**config.mk**
```make
export PLATFORM = sky130hd
export DESIGN_NAME = aes_ram
export DESIGN_NICKNAME = d
export VERILOG_FILES = /design/src/hdl/aes_ram.sv
export SDC_FILE = /design/constraint.sdc
export NUM_CORES = 2
export LEC_CHECK = 0
export BUFFER_PORTS_ARGS = -buffer_cell sky130_fd_sc_hd__buf_2
export CORE_MARGIN = 2
export CORE_UTILIZATION = 50
export DETAILED_ROUTE_END_ITERATION = 16
export PLACE_DENSITY_LB_ADDON = 0.08
export SYNTH_ARGS = -nofsm -noshare
export SYNTH_HDL_FRONTEND = slang
export SYNTH_SLANG_ARGS = --single-unit
```
**constraint.sdc**
```tcl
create_clock -name clk -period 26.2 [get_ports clk]
set_input_delay 6.55 -clock clk [delete_from_list [all_inputs] [get_ports clk]]
set_output_delay 6.55 -clock clk [all_outputs]
set_load 0.01 [all_outputs]
```
**src/hdl/aes_ram.sv**
```systemverilog
`default_nettype none

module aes_ram #(
    parameter int WIDTH = 128,
    parameter int DEPTH = 15
) (
    input  wire logic                     clk,
    input  wire logic                     wr_en,
    input  wire logic [$clog2(DEPTH)-1:0] wr_addr,
    input  wire logic [WIDTH-1:0]         wr_data,
    input  wire logic [$clog2(DEPTH)-1:0] rd_addr,
    output logic      [WIDTH-1:0]         rd_data
);

    logic [WIDTH-1:0] mem [DEPTH];

    always_ff @(posedge clk)
    begin
        if (wr_en)
        begin
            mem[wr_addr] <= wr_data;
        end
        rd_data <= mem[rd_addr];
    end

endmodule

`default_nettype wire

```
==> impl.org <==
** STA
- Shortest period the worst path allows :: between 10 and 15 ns
- The final-report max-slew violation count is 0.
- Hold violation count in the final report :: 0
- Maximum clock rate :: roughly 0.091 GHz
- Across all setup checks in the final design, the least slack found is between 15 and 20 ns.
- Setup repair after global routing left no endpoint under its margin.
- Actual slew at the worst max-slew pin :: around 1.2 ns
- Setup total negative slack :: 0 ns
- Relative slew slack :: 23.33%
- Setup violations remaining at the end of the flow were counted as 0.
- Final cycle utilization of the critical path :: 41.78%
- Skew final :: approximately 0.021 ns

** Worst setup path
- STA classifies the critical path startpoint as a primary input.
- Tracing the worst setup path back leads to its startpoint at rd_addr[0].
- The critical path is of the primary input to flip-flop type.
- STA classifies the critical path endpoint as a flip-flop.
- Worst Path Max Fanout :: ~80
- Reg2Reg Launch Point :: mem[7][0]
- Data on the critical path is required at its endpoint by around 27 ns.
- For the worst setup path, the data arrival time is 11.61 ns.

** Clock tree
- Setup bufs post-CTS :: 0
- Clock latency of the later-clocked register in the worst-skew pair :: just over 0.8 ns
- Clock-pin slew was measured on the worst setup and hold paths at around 0.06 ns.
- Number of buffers inserted for hold repair after clock tree synthesis :: 0
- TritonCTS built the clock tree.
- Number of clock sinks :: between 2000 and 2500
- The longest clock path from root to sink contains 3 buffers.
- Cts repair resizes :: 0
- CTS placed an instance of clkbuf_16 at the clock tree root.
- The H-tree generated during clock tree synthesis spans 4 levels.
- Clock buffer count from CTS :: 204

** Logic synthesis
- Per-instance average area after synthesis :: between 20 and 25 sq um
- During synthesis, Yosys emitted a total of 0 warnings.
- After synthesis the cells add up to around 0.076 sq mm.
- For this run, the register share of the synthesized area comes to about four fifths.
- Synth Register Bits :: between 2000 and 2500
- The cell count after synthesis came out at about 3700.
- After synthesis, the netlist uses 31 different library cells.
- The number of nets handed over by synthesis was 3820.

** Finish
- Area delta synth->final :: 13.37%
- After routing the design area is about 0.086 sq mm.
- Layout cells sized above 1 :: 22.02%
- Final net count :: 4164
- Excluding fillers, the count of instances in the completed layout stands at ~6200.

** GRT
- Vias in the first global route :: 36410
- Entering global routing, the biggest net connects 115 pins.
- Leftover overflow at the end of global routing :: 0
- Antenna violations before repair :: 45
- The first global-routing pass estimated ~260000 microns of wire.
- In the global route stage, overall resource usage came out at 23.44%.

** Detailed routing
- The first detailed-routing pass took 5 iterations.
- Starting DRT DRC Count :: about 3100
- The highest layer touched by signal routing is met5.
- The routed design uses about 85000 microns of met2 wire.
- For this run, design rule violations remaining after detail routing come to 0.
- Wire length after detailed routing :: 179200 microns
- Total vias in the final route :: 36460
- Summed over all nets, wire length on met3 after detailed routing comes to around 13000 microns.
- After detailed routing, the wire length on met1 is around 77000 microns.
- Dividing the detail-routed wire length by the instance count gives 28.76 microns.
- Via density :: ~5.9
- Count of antenna-violating nets left after detailed routing :: 0

** Floorplan
- The floorplan step defined a core boundary enclosing roughly 0.15 sq mm.
- The floorplan step defined a die boundary enclosing 0.1544 sq mm.
- Die Span Y :: roughly 400 microns
- From left edge to right edge, the die measures 393.0 microns.
- Initial core utilization :: 50.45%
- The initialized floorplan defines roughly 140 standard-cell rows.
- # IOs :: ~270

** Min path
- The worst hold path begins at mem[14][25].
- Hold/Removal Path Class :: flip-flop to flip-flop

** Power
- For this design the static power due to leakage is approximately 28 nW.
- Ratio of total power to cell area :: 80.01 mW/mm^2
- The worst-case IR drop observed on VDD is slightly below 0.00006 V.
- Power Total :: slightly below 7 mW

** Placement
- The congestion estimate from routability-driven global placement came to 0.7076.
- Number of buffers inserted by port buffering :: 265
- The placed instances occupy a cell area of 0.07916 sq mm.
- Counting tap cells, the placed design contains a total of around 5800 instances.
- Timing analysis after detailed placement gives a worst setup slack of 14.32 ns.
- After legalization and detailed placement, the total HPWL measured ~86000 microns.

** Run status
- Result of the run :: finished clean

** Job
- Number of maximum-capacitance violations :: 0
==> where the power goes <==
group	switching, mW	internal [mW]	leakage [nW]
Clock	1.18	1.66	3.22
Combinational	0.217	0.122	6.74
Sequential	0.0261	3.66	18.4
==> metal layers <==
metal,vias to the layer above,track usage [%]
met3,276,5.256
met1,19200,33.80
met2,1148,36.73
li1,15800,-
met4,38,5.587
met5,-,0
==> cell type report <==
| type | instances | area [sq um] |
|---|---|---|
| multi-input combinational | 1424 | 14370 |
| antenna | 14 | 35.03 |
| timing repair buffer | 345 | 2032 |
| tap | 2016 | 2522 |
| fill | 11320 | 64180 |
| sequential | 2048 | 60220 |
| inverter | 3 | 18.77 |
| clock buffer | 316 | 6048 |
| clock inverter | 64 | 535.5 |
==> sequential cells by signal, summed over array words and instances, names as in the netlist <==
signal and flops:
mem 1920, rd_data 128
==> through the flow <==
step | utilization [%] | hold slack, ns
floorplan | - | 0.5200
global placement | 52.79 | 0.5300
detailed placement | 52.79 | 0.5365
CTS | 57.18 | 0.5516
global route | 57.19 | 0.5969
finish | 57.20 | 0.5499
==> worst max-delay path, cell delays in order <==
cell     delay, ns
buf_8         0.60
buf_4         0.88
buf_4         0.81
buf_4         0.77
buf_4         0.87
mux4_2        0.60
a22oi_1       0.21
o21ai_1       0.10
==> layout by cell type, fill, tap and decap left out, types with 2 or more instances in the layout <==
master / synthesis / final
buf_4: 50 / 74
clkinv_4: 0 / 4
a22oi_1: 128 / 128
clkinvlp_4: 0 / 2
mux4_2: 268 / 268
edfxtp_1: 1920 / 1920
clkbuf_1: 69 / 71
clkinv_1: 1 / 25
nor2_1: 31 / 16
clkinv_2: 0 / 20
clkbuf_16: 0 / 214
a21oi_1: 12 / 12
buf_8: 0 / 3
o211ai_1: 12 / 12
o21ai_1: 103 / 103
nand2b_1: 122 / 120
diode_2: 0 / 14
dfxtp_1: 128 / 128
inv_6: 0 / 5
buf_2: 55 / 262
mux2i_1: 360 / 360
bufinv_16: 0 / 8
nor2_4: 0 / 13
buf_12: 0 / 6
nor2_2: 1 / 3
nor3_2: 0 / 4
clkbuf_8: 0 / 31
nand3b_1: 2 / 2
o22ai_1: 116 / 116
o21ai_0: 13 / 13
nand2_1: 130 / 130
a31oi_1: 116 / 116
==> final timing paths <==
kind	endpoint	slack, ns	depth (start not counted)
worst max-delay path	rd_data[31]	15.25	8
worst min-delay path	rd_data[25]	0.55	2
worst max register to register	rd_data[0]	24.70	3
worst min register to register	rd_data[25]	0.55	2
==> synth_stat cells, drive strengths merged <==
cell type  instances  share of area [%]
a21oi             12              0.079
a22oi            128                1.3
a31oi            116               0.96
and2b              1             0.0099
buf              138                1.2
clkbuf            69               0.34
clkinv             1             0.0050
dfxtp            128                3.4
edfxtp          1920                 76
inv                2             0.0099
mux2i            360                4.8
mux4             268                8.0
nand2            130               0.64
nand2b           122                1.0
nand3              1             0.0066
nand3b             2              0.020
nor2              32               0.16
nor2b              1             0.0083
nor3               4              0.026
o211ai            12               0.12
o21ai            116               0.77
o22ai            116               0.96
or2                2              0.017
or3b               1              0.012
==> logic make-up after synthesis <==
group	Yosys count	synth area share, %
mux	628	12.74
buf+inv	210	1.599
compound gates	500	4.154
simple gates	296	1.915
flops	2048	79.59
Note: power is estimated with default switching activity, not from simulation.
